===== src/rtl/http_chunked_body_decoder_assert.svh =====
// assertion macros used by the decoder top module
`ifndef HTTP_CHUNKED_BODY_DECODER_ASSERT_SVH
`define HTTP_CHUNKED_BODY_DECODER_ASSERT_SVH

// same-cycle implication, sampled on the rising clock edge outside reset
`define CHD_ASSERT_IMPL(lbl, ante, cons) \
  lbl: assert property (@(posedge clk_i) disable iff (!rst_ni) (ante) |-> (cons)) \
    else $error("chunked decoder assertion failed");

// next-cycle implication, sampled on the rising clock edge outside reset
`define CHD_ASSERT_NEXT(lbl, ante, cons) \
  lbl: assert property (@(posedge clk_i) disable iff (!rst_ni) (ante) |=> (cons)) \
    else $error("chunked decoder assertion failed");

`endif


===== src/rtl/chd_pkg.sv =====
package chd_pkg;

  // field widths
  localparam int unsigned ByteW   = 8;
  localparam int unsigned ModeW   = 3;
  localparam int unsigned AccW    = 25;
  localparam int unsigned LeftW   = 21;
  localparam int unsigned CountW  = 20;
  localparam int unsigned StatusW = 3;
  localparam int unsigned OutDataW = 32;

  localparam logic [CountW-1:0] OutLimitReset = 20'd32767;
  localparam logic [AccW-1:0]   SizeMaxChunk  = 25'h0100000;

  // parse modes
  localparam logic [ModeW-1:0] ModeLine = 3'd0;
  localparam logic [ModeW-1:0] ModeSize = 3'd1;
  localparam logic [ModeW-1:0] ModeExt  = 3'd2;
  localparam logic [ModeW-1:0] ModeSzLf = 3'd3;
  localparam logic [ModeW-1:0] ModeData = 3'd4;
  localparam logic [ModeW-1:0] ModeDCr  = 3'd5;
  localparam logic [ModeW-1:0] ModeDLf  = 3'd6;
  localparam logic [ModeW-1:0] ModeDone = 3'd7;

  // status codes
  localparam logic [StatusW-1:0] ErrNone  = 3'd0;
  localparam logic [StatusW-1:0] ErrHex   = 3'd1;
  localparam logic [StatusW-1:0] ErrNoDig = 3'd2;
  localparam logic [StatusW-1:0] ErrBig   = 3'd3;
  localparam logic [StatusW-1:0] ErrTrunc = 3'd4;

  // character codes
  localparam logic [ByteW-1:0] ChCr   = 8'h0D;
  localparam logic [ByteW-1:0] ChLf   = 8'h0A;
  localparam logic [ByteW-1:0] ChSemi = 8'h3B;

  typedef struct packed {
    logic [ModeW-1:0]   mode;
    logic [AccW-1:0]    size_acc;
    logic [LeftW-1:0]   data_left;
    logic [CountW-1:0]  written;
    logic [StatusW-1:0] err;
  } chd_state_t;

  typedef struct packed {
    logic               byte_valid;
    logic [ByteW-1:0]   out_byte;
    logic               end_res;
    logic [StatusW-1:0] status;
    logic [CountW-1:0]  length;
  } chd_result_t;

  // hex digit decode: bit 4 set when the byte is a hex digit
  function automatic logic [4:0] hex_decode(input logic [ByteW-1:0] b);
    logic [4:0] r;
    r = 5'd0;
    case (b) inside
      [8'h30:8'h39]: r = {1'b1, b[3:0]};
      [8'h41:8'h46], [8'h61:8'h66]: r = {1'b1, b[3:0] + 4'd9};
      default: r = 5'd0;
    endcase
    return r;
  endfunction

endpackage


===== src/rtl/chd_step.sv =====
module chd_step (
  input  chd_pkg::chd_state_t                 state_i,
  input  logic [chd_pkg::ByteW-1:0]           byte_i,
  input  logic                                last_i,
  input  logic [chd_pkg::CountW-1:0]          out_limit_i,
  output chd_pkg::chd_state_t                 state_o,
  output logic                                has_result_o,
  output chd_pkg::chd_result_t                result_o
);

  chd_pkg::chd_state_t nxt;
  logic                wrote;
  logic                skip;
  logic [4:0]          hex;
  logic [chd_pkg::AccW-1:0]    acc;
  logic [chd_pkg::LeftW-1:0]   left;
  logic [chd_pkg::StatusW-1:0] st;
  logic                is_cr;
  logic                is_lf;

  assign is_cr = (byte_i == chd_pkg::ChCr);
  assign is_lf = (byte_i == chd_pkg::ChLf);
  assign hex   = chd_pkg::hex_decode(byte_i);

  // one body byte through the parser
  always_comb begin
    nxt   = state_i;
    wrote = 1'b0;
    skip  = 1'b0;
    acc   = {state_i.size_acc[chd_pkg::AccW-5:0], hex[3:0]};
    left  = state_i.data_left - chd_pkg::LeftW'(1);
    st    = state_i.err;
    if (state_i.err == chd_pkg::ErrNone) begin
      // optional cr / lf after a size line or after payload
      case (state_i.mode)
        chd_pkg::ModeSzLf: begin
          nxt.mode = chd_pkg::ModeData;
          skip = is_lf;
        end
        chd_pkg::ModeDCr: begin
          if (is_cr) begin
            nxt.mode = chd_pkg::ModeDLf;
            skip = 1'b1;
          end else begin
            nxt.mode = chd_pkg::ModeLine;
            skip = is_lf;
          end
        end
        chd_pkg::ModeDLf: begin
          nxt.mode = chd_pkg::ModeLine;
          skip = is_lf;
        end
        default: ;
      endcase
      if (!skip) begin
        case (nxt.mode)
          chd_pkg::ModeLine, chd_pkg::ModeSize: begin
            if (is_cr || is_lf) begin
              if (nxt.mode == chd_pkg::ModeLine) begin
                nxt.err = chd_pkg::ErrNoDig;
              end else if (state_i.size_acc == '0) begin
                nxt.mode = chd_pkg::ModeDone;
              end else begin
                nxt.data_left = state_i.size_acc[chd_pkg::LeftW-1:0];
                nxt.mode = is_cr ? chd_pkg::ModeSzLf : chd_pkg::ModeData;
              end
            end else if (byte_i == chd_pkg::ChSemi) begin
              if (nxt.mode == chd_pkg::ModeLine) nxt.err = chd_pkg::ErrNoDig;
              else nxt.mode = chd_pkg::ModeExt;
            end else if (!hex[4]) begin
              nxt.err = chd_pkg::ErrHex;
            end else begin
              nxt.size_acc = acc;
              nxt.mode = chd_pkg::ModeSize;
              if (acc > chd_pkg::SizeMaxChunk) nxt.err = chd_pkg::ErrBig;
            end
          end
          chd_pkg::ModeExt: begin
            if (is_cr || is_lf) begin
              if (state_i.size_acc == '0) begin
                nxt.mode = chd_pkg::ModeDone;
              end else begin
                nxt.data_left = state_i.size_acc[chd_pkg::LeftW-1:0];
                nxt.mode = is_cr ? chd_pkg::ModeSzLf : chd_pkg::ModeData;
              end
            end
          end
          chd_pkg::ModeData: begin
            if (state_i.written < out_limit_i) begin
              nxt.written = state_i.written + chd_pkg::CountW'(1);
              wrote = 1'b1;
            end
            if (state_i.data_left != '0) nxt.data_left = left;
            if (state_i.data_left <= chd_pkg::LeftW'(1)) begin
              nxt.data_left = '0;
              nxt.size_acc = '0;
              nxt.mode = chd_pkg::ModeDCr;
            end
          end
          default: ;
        endcase
      end
    end

    // end-of-body status
    st = nxt.err;
    if (st == chd_pkg::ErrNone) begin
      if ((nxt.mode == chd_pkg::ModeSize || nxt.mode == chd_pkg::ModeExt) &&
          nxt.size_acc != '0) begin
        st = chd_pkg::ErrTrunc;
      end else if (nxt.mode == chd_pkg::ModeSzLf || nxt.mode == chd_pkg::ModeData) begin
        st = chd_pkg::ErrTrunc;
      end
    end
  end

  // result word and state handed back
  always_comb begin
    has_result_o        = wrote || last_i;
    result_o.byte_valid = wrote;
    result_o.out_byte   = wrote ? byte_i : '0;
    result_o.end_res    = last_i;
    result_o.status     = last_i ? st : chd_pkg::ErrNone;
    result_o.length     = (last_i && st != chd_pkg::ErrNone) ? '0 : nxt.written;
    state_o             = nxt;
    if (last_i) begin
      state_o = '{mode: chd_pkg::ModeLine, size_acc: '0, data_left: '0,
                  written: '0, err: chd_pkg::ErrNone};
    end
  end

endmodule


===== src/rtl/chd_out_reg.sv =====
module chd_out_reg (
  input  logic                 clk_i,
  input  logic                 rst_ni,
  input  logic                 load_i,
  input  chd_pkg::chd_result_t result_i,
  input  logic                 ready_i,
  output logic                 free_o,
  output logic                 valid_o,
  output chd_pkg::chd_result_t result_o
);

  logic                 valid_q, valid_d;
  chd_pkg::chd_result_t res_q;

  assign free_o  = !valid_q || ready_i;
  assign valid_o = valid_q;
  assign result_o = res_q;

  // valid flag: set on load, cleared once the word is taken
  always_comb begin
    valid_d = valid_q;
    if (load_i) valid_d = 1'b1;
    else if (ready_i) valid_d = 1'b0;
  end

  always_ff @(posedge clk_i or negedge rst_ni) begin
    if (!rst_ni) begin
      valid_q <= 1'b0;
    end else begin
      valid_q <= valid_d;
    end
  end

  // payload register
  always_ff @(posedge clk_i) begin
    if (load_i) res_q <= result_i;
  end

endmodule


===== src/rtl/http_chunked_body_decoder.sv =====
// Decodes an HTTP chunked body arriving one byte per word on the slave side and
// emits one word per payload byte, plus one word on the byte flagged tlast that
// carries the status and the final length (0 on error; on error the consumer must
// drop the bytes already emitted). The block takes one word every clock cycle while
// the master side is not stalled; the whole parser update sits between the input
// register and the result register, so each byte passes both before its result word
// is valid on the master side. Bytes yielding no result (size lines, cr/lf, dropped
// payload) are absorbed. The user must write out_limit through cfg_we_i / cfg_wdata_i
// only while the block is idle; the block itself does not enforce this.
module http_chunked_body_decoder (
  input  logic        clk_i,
  input  logic        rst_ni,
  // configuration: out_limit
  input  logic        cfg_we_i,
  input  logic [19:0] cfg_wdata_i,
  // input words
  input  logic        s_axis_tvalid,
  output logic        s_axis_tready,
  input  logic [7:0]  s_axis_tdata,   // [7:0] in_byte
  input  logic        s_axis_tlast,   // last
  // result words
  output logic        m_axis_tvalid,
  input  logic        m_axis_tready,
  output logic [31:0] m_axis_tdata,   // [7:0] out_byte, [10:8] status, [30:11] length
  output logic        m_axis_tuser,   // byte_valid
  output logic        m_axis_tlast    // end_res
);

  logic                             in_valid_q, in_valid_d;
  logic [chd_pkg::ByteW-1:0]        in_byte_q;
  logic                             in_last_q;
  logic                             in_adv;
  logic                             out_free;
  logic [chd_pkg::CountW-1:0]       out_limit_q;
  chd_pkg::chd_state_t              state_q, state_d;
  logic                             has_result;
  chd_pkg::chd_result_t             step_res;
  chd_pkg::chd_result_t             out_res;

  assign in_adv        = in_valid_q && out_free;
  assign s_axis_tready = !in_valid_q || out_free;

  // configuration register
  always_ff @(posedge clk_i or negedge rst_ni) begin
    if (!rst_ni) begin
      out_limit_q <= chd_pkg::OutLimitReset;
    end else if (cfg_we_i) begin
      out_limit_q <= cfg_wdata_i;
    end
  end

  // input register
  always_comb begin
    in_valid_d = in_valid_q;
    if (s_axis_tvalid && s_axis_tready) in_valid_d = 1'b1;
    else if (in_adv) in_valid_d = 1'b0;
  end

  always_ff @(posedge clk_i or negedge rst_ni) begin
    if (!rst_ni) begin
      in_valid_q <= 1'b0;
    end else begin
      in_valid_q <= in_valid_d;
    end
  end

  always_ff @(posedge clk_i) begin
    if (s_axis_tvalid && s_axis_tready) begin
      in_byte_q <= s_axis_tdata;
      in_last_q <= s_axis_tlast;
    end
  end

  // parser step
  chd_step u_step (
    .state_i      (state_q),
    .byte_i       (in_byte_q),
    .last_i       (in_last_q),
    .out_limit_i  (out_limit_q),
    .state_o      (state_d),
    .has_result_o (has_result),
    .result_o     (step_res)
  );

  // parser state
  always_ff @(posedge clk_i or negedge rst_ni) begin
    if (!rst_ni) begin
      state_q <= '{mode: chd_pkg::ModeLine, size_acc: '0, data_left: '0,
                   written: '0, err: chd_pkg::ErrNone};
    end else if (in_adv) begin
      state_q <= state_d;
    end
  end

  // result register
  chd_out_reg u_out (
    .clk_i    (clk_i),
    .rst_ni   (rst_ni),
    .load_i   (in_adv && has_result),
    .result_i (step_res),
    .ready_i  (m_axis_tready),
    .free_o   (out_free),
    .valid_o  (m_axis_tvalid),
    .result_o (out_res)
  );

  assign m_axis_tdata = {1'b0, out_res.length, out_res.status, out_res.out_byte};
  assign m_axis_tuser = out_res.byte_valid;
  assign m_axis_tlast = out_res.end_res;

  `include "http_chunked_body_decoder_assert.svh"

  `CHD_ASSERT_IMPL(a_status_only_at_end, m_axis_tvalid && !m_axis_tlast, m_axis_tdata[10:8] == chd_pkg::ErrNone)
  `CHD_ASSERT_IMPL(a_error_zero_length, m_axis_tvalid && m_axis_tdata[10:8] != chd_pkg::ErrNone, m_axis_tdata[30:11] == '0)
  `CHD_ASSERT_NEXT(a_error_sticky, state_q.err != chd_pkg::ErrNone && !(in_adv && in_last_q), state_q.err == $past(state_q.err))
  `CHD_ASSERT_NEXT(a_result_loaded, in_adv, m_axis_tvalid == $past(has_result))

endmodule

===== config.mk =====
export PLATFORM = sky130hd
export DESIGN_NAME = http_chunked_body_decoder
export DESIGN_NICKNAME = d
export VERILOG_FILES = /design/src/rtl/chd_pkg.sv /design/src/rtl/chd_step.sv /design/src/rtl/chd_out_reg.sv /design/src/rtl/http_chunked_body_decoder.sv
export VERILOG_INCLUDE_DIRS = /design/src /design/src/rtl
export SDC_FILE = /design/constraint.sdc
export NUM_CORES = 1
export LEC_CHECK = 0
export ABC_AREA = 1
export BUFFER_PORTS_ARGS = -buffer_cell sky130_fd_sc_hd__buf_2
export CAP_MARGIN = 20
export CORE_UTILIZATION = 55
export DETAILED_ROUTE_END_ITERATION = 8
export MAX_ROUTING_LAYER = met4
export PLACE_DENSITY_LB_ADDON = 0.05
export REMOVE_ABC_BUFFERS = 1
export SLEW_MARGIN = 20
export SYNTH_ARGS = -nofsm -noshare
export SYNTH_HDL_FRONTEND = slang
export SYNTH_SLANG_ARGS = --single-unit
export TNS_END_PERCENT = 30

===== constraint.sdc =====
create_clock -name clk_i -period 5.3 [get_ports clk_i]
set_input_delay 0.53 -clock clk_i [delete_from_list [all_inputs] [get_ports clk_i]]
set_output_delay 0.53 -clock clk_i [all_outputs]
set_load 0.02 [all_outputs]

==> results of run 1 <==
## worst max-delay path, stage by stage, from the launching register on
cell                       delay [ps]
sky130_fd_sc_hd__edfxtp_1         420
sky130_fd_sc_hd__inv_1            130
sky130_fd_sc_hd__ha_1             220
sky130_fd_sc_hd__o21ai_0          210
sky130_fd_sc_hd__nand2_1           70
sky130_fd_sc_hd__nand2_1          240
sky130_fd_sc_hd__nand2_1          360
sky130_fd_sc_hd__nand2_2          590
sky130_fd_sc_hd__o21ai_0          150
sky130_fd_sc_hd__nand2_1           90
sky130_fd_sc_hd__nand2_1           50
sky130_fd_sc_hd__nor2_1           120
sky130_fd_sc_hd__nand2_1           70
sky130_fd_sc_hd__nor2_1           100
sky130_fd_sc_hd__nand2_1           80
sky130_fd_sc_hd__nor2_1           160
sky130_fd_sc_hd__nand2_1          110
sky130_fd_sc_hd__nand2_2          100
sky130_fd_sc_hd__nand4_4          370
sky130_fd_sc_hd__a21oi_1          270
## final cells by class
type	instances	area (um2)	area share (%)
clock buffer	20	447	4.73
sequential	136	3630	38.5
tap	184	230	2.44
timing repair buffer	75	415	4.40
clock inverter	12	103	1.09
inverter	145	547	5.79
multi-input combinational	756	4070	43.1
## path summary, 6_finish.rpt
check	from	to	cells past startpoint
worst max-delay path	in_byte_q[0]	u_out.result_o[8]	19
worst min-delay path	rst_ni	state_q[4]	1
worst max register to register	in_byte_q[0]	u_out.result_o[8]	19
worst min register to register	out_limit_q[0]	out_limit_q[0]	2
max in group asynchronous	rst_ni	state_q[44]	2
min in group clk_i	s_axis_tdata[4]	in_byte_q[4]	1
## state kept, by name (all words and copies together), names as in the netlist
name and count:
in_last_q 1, state_q 72, in_valid_q 1, u_out.valid_o 1, out_limit_q 20, in_byte_q 8
u_out.result_o 33
## power by group
part / total, mW / switching (mW) / internal [mW]
clock network: 1.10 / 0.442 / 0.655
logic: 2.11 / 1.49 / 0.615
registers: 1.43 / 0.131 / 1.29
## placed cells by master (no fill, tap or decap), types with 7 or more instances in the layout
cell type and n:
sky130_fd_sc_hd__nand4_1 13, sky130_fd_sc_hd__clkbuf_16 17, sky130_fd_sc_hd__nand2_1 259, sky130_fd_sc_hd__nor2_1 104, sky130_fd_sc_hd__buf_4 7, sky130_fd_sc_hd__inv_2 7
sky130_fd_sc_hd__xor2_1 30, sky130_fd_sc_hd__edfxtp_1 42, sky130_fd_sc_hd__ha_1 26, sky130_fd_sc_hd__inv_1 137, sky130_fd_sc_hd__o211ai_1 7, sky130_fd_sc_hd__a21oi_2 17
sky130_fd_sc_hd__dfstp_2 15, sky130_fd_sc_hd__a21oi_1 48, sky130_fd_sc_hd__o21ai_0 62, sky130_fd_sc_hd__buf_2 67, sky130_fd_sc_hd__nor3_1 14, sky130_fd_sc_hd__nand2_2 7
sky130_fd_sc_hd__dfrtp_1 79, sky130_fd_sc_hd__nor2_2 10, sky130_fd_sc_hd__o22ai_1 53, sky130_fd_sc_hd__nand3_1 57
## layer usage
| layer | global-route usage [%] | vias up | wire length (um) |
|---|---|---|---|
| met5 | - | - | 0 |
| met4 | 7.37 | 0 | 206 |
| met3 | 4.97 | 19 | 1020 |
| met2 | 44.3 | 202 | 9270 |
| met1 | 35.2 | 3344 | 9030 |
| li1 | - | 3674 | - |
## through the flow
stage / cells / power, mW / hold WS, ps / utilization [%] / setup slack (ps)
CTS: 1327 / 4.63 / 100 / 63.8 / 1280
global placement: 1295 / 3.51 / 483 / 60.1 / 1400
global route: 1328 / 4.97 / 128 / 64.0 / 743
detailed placement: 1295 / 3.52 / 484 / 60.1 / 1310
finish: 1328 / 4.63 / 95.2 / 64.0 / 1230
floorplan: 1037 / 2.95 / 234 / - / 472
## cells by family (layout without fill, tap and decap cells)
kind of cell             count (synthesis)  in the layout  synth area share [%]
XOR/XNOR                                34             34                  3.52
adder cells (fa/ha/maj)                 26             26                  3.85
AND/OR/NAND/NOR                        493            493                  26.3
AO/OA/AOI/OAI                          202            202                  14.3
buffers and inverters                  186            252                  8.99
flip-flops                             136            136                  43.0
other                                    1              1                0.0444
==> impl.org, run 1 <==
** Global route
- Total track usage :: 27.3%
- The initial antenna violation count came to 0.
- The number of global-route vias before repair is about 7000.
- Global-route wire length before repair :: roughly 34000 um
- Entering global routing, the biggest net connects 55 pins.
- Residual overflow from global routing :: 0

** Setup path
- At the worst endpoint, the arrival time is 4330 ps.
- Path type of the worst setup path :: reg2reg
- STA classifies the critical path startpoint as a flip-flop.
- For the worst setup path, the data required time is about 5600 ps.
- Endpoint kind of the worst setup timing path :: flip-flop
- Slack of the worst reg-to-reg path :: ~1200 ps
- Of all nets on the critical path, the largest fanout is 36.

** STA
- Setup violations remaining at the end of the flow were counted as 0.
- The worst pin sits at a relative slew slack of a little over two fifths.
- Derived from the worst setup path, the maximum achievable clock frequency is ~0.25 GHz.
- Share of the cycle needed by the critical path after routing :: between 70% and 80%
- Final-report hold violation count :: 0
- For the pin with the worst max-slew slack, the measured transition is 866 ps.
- After routing, the total negative slack on setup checks comes to 0 ps.
- Final critical delay including setup and external delays :: 4070 ps
- Final setup skew :: ~10 ps
- The number of max-slew violations in the final report came to 0.
- Setup repair after global routing missed its margin :: no

** Synthesis
- Yosys reg bits :: roughly 140
- Cell type with the highest aggregate area in the netlist :: sky130_fd_sc_hd__dfrtp_1
- In the synthesized netlist the dominant register cell turns out to be sky130_fd_sc_hd__dfrtp_1.
- Number of warnings issued by yosys :: 0
- The netlist uses 48 different library cells.
- Number of enable-type register cells in the synthesized netlist :: 42
- Summed over its instances, the top area cell type makes up 23.4% of the synthesized netlist area.
- FFs w/ async S/R, synth :: slightly below 70%
- Seq/Total Area, Yosys :: a little over two fifths
- After synthesis, the cell types taking the most area are sky130_fd_sc_hd__dfrtp_1, sky130_fd_sc_hd__edfxtp_1, sky130_fd_sc_hd__nand2_1.
- Leading cell type by number of instances after synthesis :: sky130_fd_sc_hd__nand2_1
- Most used standard cells in the synthesized netlist :: sky130_fd_sc_hd__nand2_1, sky130_fd_sc_hd__inv_1, sky130_fd_sc_hd__nor2_1
- Cell area after technology mapping :: 8450 um2
- Each instance of the synthesized netlist takes up on average 7.84 um2.
- Synth Instances :: 1078

** Place
- During placement, the flow inserted port buffers numbering 68.
- DP Wirelength :: around 14000 um
- After detailed placement, the total cell area comes to a little under 9000 um2.
- Routability congestion estimate from global placement :: between 0.9 and 1

** Clock tree
- The tree is rooted in a sky130_fd_sc_hd__clkbuf_16.
- Post-cts hold buffer count :: 0
- Total number of clock tree sinks :: roughly 140
- Post-CTS Repair Setup Buffers :: 0
- Clock tree from TritonCTS :: yes
- Total clock buffers created by CTS :: 17
- Clock slew at the register clock pins of the worst setup and hold paths :: 60 ps
- CTS built an H-tree with a depth of 4.
- Once the clock tree was built, the resizer swapped 0 gates to a different size.
- In this run the deepest clock path goes through 2 buffers.
- For the worst-skew pair, the clock arrives at the later sink with an insertion delay of between 400 and 500 ps.

** Pwr
- Across the VDD grid, the largest voltage drop is a little under 300 uV.
- Power spread over the standard cell area amounts to between 400 and 500 nW/um2.
- Leakage power figure :: 4.35 nW

** Floorplanning
- Cell Rows :: 44
- Count of pins on the block boundary :: 70
- For this configuration, the core starts out at a cell density of roughly 57%.
- Overall die area :: 15900 um2
- The floorplan step set the die width to about 130 um.
- Die Span Y :: approximately 130 um
- After floorplanning, the core was sized to cover 14800 um2.

** Routing
- The detailed router finished its first iteration with roughly 660 violations.
- Routed vias/inst :: approximately 5.5
- Count of unresolved DRC violations after routing :: 0
- Final ANT Viol Nets :: 0
- Wirelength, routed :: slightly below 20000 um
- For this run, the detailed router's first-pass iteration total came to 5.
- Wirelength per Cell :: about 15 um
- Via count :: between 7000 and 8000

** Final layout
- After filler insertion, the fill cell instance count of the layout stands at around 1300.
- Post-layout instance area :: between 9000 and 10000 um2
- Cells with a size suffix above 1 make up between 15 and 20% of the layout.
- Area growth from synthesis to final layout :: 11.8%
- The repair_antennas step left the layout with diodes totalling 0.
- At the end of the flow, the number of nets in the layout was ~1200.

** Run
- Total of max-cap violations :: 0

** Status
- Status :: completed

** Worst hold path
- The worst hold path belongs to the class in2async.
(Power assumes the default switching activity.)
==> run 2, diff against run 1 <==
==> constraint.sdc (replaced) <==
create_clock -name clk_i -period 3.55 [get_ports clk_i]
set_input_delay 0.355 -clock clk_i [delete_from_list [all_inputs] [get_ports clk_i]]
set_output_delay 0.355 -clock clk_i [all_outputs]
set_load 0.02 [all_outputs]
==> run 2 against run 1 <==
  * Clock power up 57%
  * Largest cell class unchanged
  * Core utilization is 1.1 points higher
  * Maximum frequency rose by 23%
  * Critical path type unchanged
  * Critical endpoint is now u_out.result_o[12]
==> impl.org, run 2 (synthesis gave the netlist of run 1 again) <==
** Final layout
- Leaving out fill and tap cells, the most frequent cell in the layout is sky130_fd_sc_hd__nand2_1.
- Post-layout instance area :: 9600 um2 (+1.7%)
- The final antenna diode count was 0 (unchanged).
- The flip-flop count of the largest register, all copies and words added is 72 (unchanged).
- The proportion of layout cells with a drive suffix above 1 is 17.2% (+1.2 points).
- Largest register by flop count :: state_q
- Final standard cell count with taps included and fillers excluded :: 1347 (+1.4%)
- From synthesis to final layout, the design area changed by 13.6%.
- Nets@finish :: 1210 (+1.6%)
- Commonest cells after routing, fill and taps aside :: sky130_fd_sc_hd__nand2_1, sky130_fd_sc_hd__inv_1, sky130_fd_sc_hd__nor2_1

** Global route
- The global route total overflow came to 0 (unchanged).
- Global-route wire length before repair :: 33800 um (+0.82%)
- Total track usage :: 27.7% (+0.38 points)
- The pin count of the biggest net entering global routing was 56 (+1.8%).
- Number of antenna violations at the first check in global routing :: 0 (unchanged)
- Via count of the first global-routing pass :: 6916 (-1.9%)

** Routing
- The total number of vias came to 7284 (+0.62%).
- DR WL met2 :: 9400 um (+1.4%)
- The average vias per placed instance is 5.41 (-0.80%).
- The detailed-routing iteration count for the pre-antenna-repair pass was 5 (unchanged).
- The wire length per cell is 14.9 um (+1.1%).
- The highest metal layer carrying signal wires in the routed design is met4.
- The final routed wirelength across all metal layers was 20000 um (+2.5%).
- The DRC marker count from the first detailed-route iteration was 593 (-10%).
- Routed wl met3 :: 843 um (-17%)
- The wire length the detailed router placed on met1 is 9370 um (+3.9%).
- The number of design rule violations left after detail routing is 0 (unchanged).
- The remaining antenna violation count was 0 (unchanged).

** Clock tree
- The maximum root-to-sink buffer count is 2 (unchanged).
- The number of buffers created by CTS is 17 (unchanged).
- The clock latency on the worst-skew pair is 420 ps (about the same).
- Clock tree from TritonCTS :: yes
- CTS placed an instance of sky130_fd_sc_hd__clkbuf_16 at the clock tree root.
- The number of H-tree branching levels is 4 (unchanged).
- Clock slew at the register clock pins of the worst setup and hold paths :: 60 ps (about the same)
- Total number of clock tree sinks :: 136 (unchanged)

** Place
- Count of buffers from port buffering :: 68 (unchanged)
- The total placed cells including tap cells is 1310 (+1.2%).
- Routability congestion estimate from global placement :: 0.904 (-2.2%)
- Placed cell areas :: 8980 um2 (+1.3%)
- The detailed placement HPWL was 14100 um (+3.7%).

** STA
- The worst clock skew was 9.87 ps (-0.592 ps).
- Final critical delay including setup and external delays :: 3300 ps (-769 ps)
- The hold violation count in the final report was 0 (unchanged).
- Slew @ Worst Pin :: 743 ps (-124 ps)
- The summed negative setup slack over all endpoints is 0 ps (unchanged).
- Final-report max-slew violation count :: 0 (unchanged)
- Headroom to the max-slew limit :: 50.5% (+8.5 points)
- The final worst-path cycle share is 93.0% (+16 points).
- The final setup violation count came to 0 (unchanged).
- Max Clock Freq :: 0.303 GHz (+23%)

** Floorplanning
- The initial core utilization came to 57.3% (unchanged).
- Total core area :: 14800 um2 (unchanged)
- The vertical extent of the die was 126 um (unchanged).
- The die area was 15900 um2 (unchanged).
- The die width is 126 um (unchanged).
- The boundary pin count is 70 (unchanged).
- Cell Rows :: 44 (unchanged)

** Setup path
- The worst setup path is captured at a flip-flop.
- Worst path cell trace :: inv_1 > ha_1 > nand3_2 > a21oi_4 > nand2_1 > nand3_4 > nor2_2 > nand2_1 > nand2_1 > nor2_2 > nand2_1 > nor2_1 > nand2_1 > nor2_1 > nand2_1 > nand2_2 > nand4_4 > buf_4 > a21oi_1
- Path type of the worst setup path :: reg2reg
- The slowest stage of the critical path belongs to the cell sky130_fd_sc_hd__nor2_2.
- Among cell families on the critical path, the largest total delay comes from simple AND/OR/NAND/NOR gates.
- Most repeated library cell on the critical path :: sky130_fd_sc_hd__nand2_1
- The critical path data required time was 3700 ps (-1860 ps).
- The worst path buffer plus inverter count was 2 (+1).
- The worst stage delay on the critical path was 530 ps (-60 ps).
- STA classifies the critical path startpoint as a flip-flop.
- Crit-path max FO :: 20 (-44%)
- The data arrival time of the critical path is 3460 ps (-870 ps).

** Pwr
- Power density relative to cell area :: 738 nW/um2 (+51%)
- The worst supply voltage drop on vdd was 548 uV (+87%).
- The reported leakage power came to 4.44 nW (+2.0%).

** Worst hold path
- The worst hold path belongs to the class in2async.

** Status
- The flow ran to the end, and the final reports show no timing, DRC or antenna violations.

** Run
- The number of max-cap violations is 0 (unchanged).
==> run 2: cell types whose count changed in the layout (fill, tap and decap cells not counted), moves of 2 or more <==
| cell | change |
|---|---|
| sky130_fd_sc_hd__clkinv_2 | -4 |
| sky130_fd_sc_hd__clkbuf_1 | +2 |
| sky130_fd_sc_hd__clkinv_4 | -2 |
| sky130_fd_sc_hd__inv_6 | +2 |
| sky130_fd_sc_hd__buf_4 | +19 |
==> run 2: final timing paths <==
kind                            startpoint            endpoint  slack [ps]  cells after the start
min in group clk_i         s_axis_tdata[7]        in_byte_q[7]         110                      1
max reg2reg                   in_byte_q[0]  u_out.result_o[12]         250                     19
max                           in_byte_q[0]  u_out.result_o[12]         250                     19
min                                 rst_ni          state_q[3]           4                      1
min reg2reg                 out_limit_q[0]      out_limit_q[0]         490                      2
max in group asynchronous           rst_ni     out_limit_q[13]        2740                      2
==> run 2: metrics by stage <==
stage / hold WS (ps) / total power [mW] / util, % / setup slack [ps]
2_1_floorplan: 59.4 / 4.41 / - / -1280
3_5_place_dp: 470 / 5.32 / 60.8 / 263
3_3_place_gp: 471 / 5.29 / 60.8 / 328
5_1_grt: 58.1 / 7.58 / 65.1 / -11.2
4_1_cts: 24.8 / 7.07 / 64.7 / 226
6_report: 3.84 / 7.09 / 65.1 / 248
==> run 2: final cells by class <==
type / count / area [um2]
tap: 184 / 230
multi-input combinational: 756 / 4080
sequential: 136 / 3630
clock buffer: 22 / 454
inverter: 145 / 547
clock inverter: 10 / 120
fill: 1309 / 5150
timing repair buffer: 94 / 542
==> run 2: where the power goes <==
group          internal (mW)  leakage [nW]  switching [mW]
registers               1.93          1.64           0.198
clock network           1.06         0.277           0.668
logic                  0.982          2.52            2.25
==> run 2: timing repair <==
item	4_1_cts	5_1_grt
gates resized for setup	0	3
setup endpoints to repair	0	21
hold buffers	0	0
setup buffers	0	5
==> run 2: per-layer routing <==
metal / global-route usage [%] / vias to the layer above
met2: 44.6 / 202
met1: 35.7 / 3340
met3: 4.16 / 29
li1: - / 3713
met4: 9.57 / 0
met5: - / -
==> run 2: worst register-to-register path: cells and delay by family, from the launching register on <==
kind	cells	cell delay, ps
and+or+nand+nor	14	1700
DFF	1	430
buffers and inverters	2	450
AOI/OAI and AO/OA	2	200
adders and majority gates	1	250
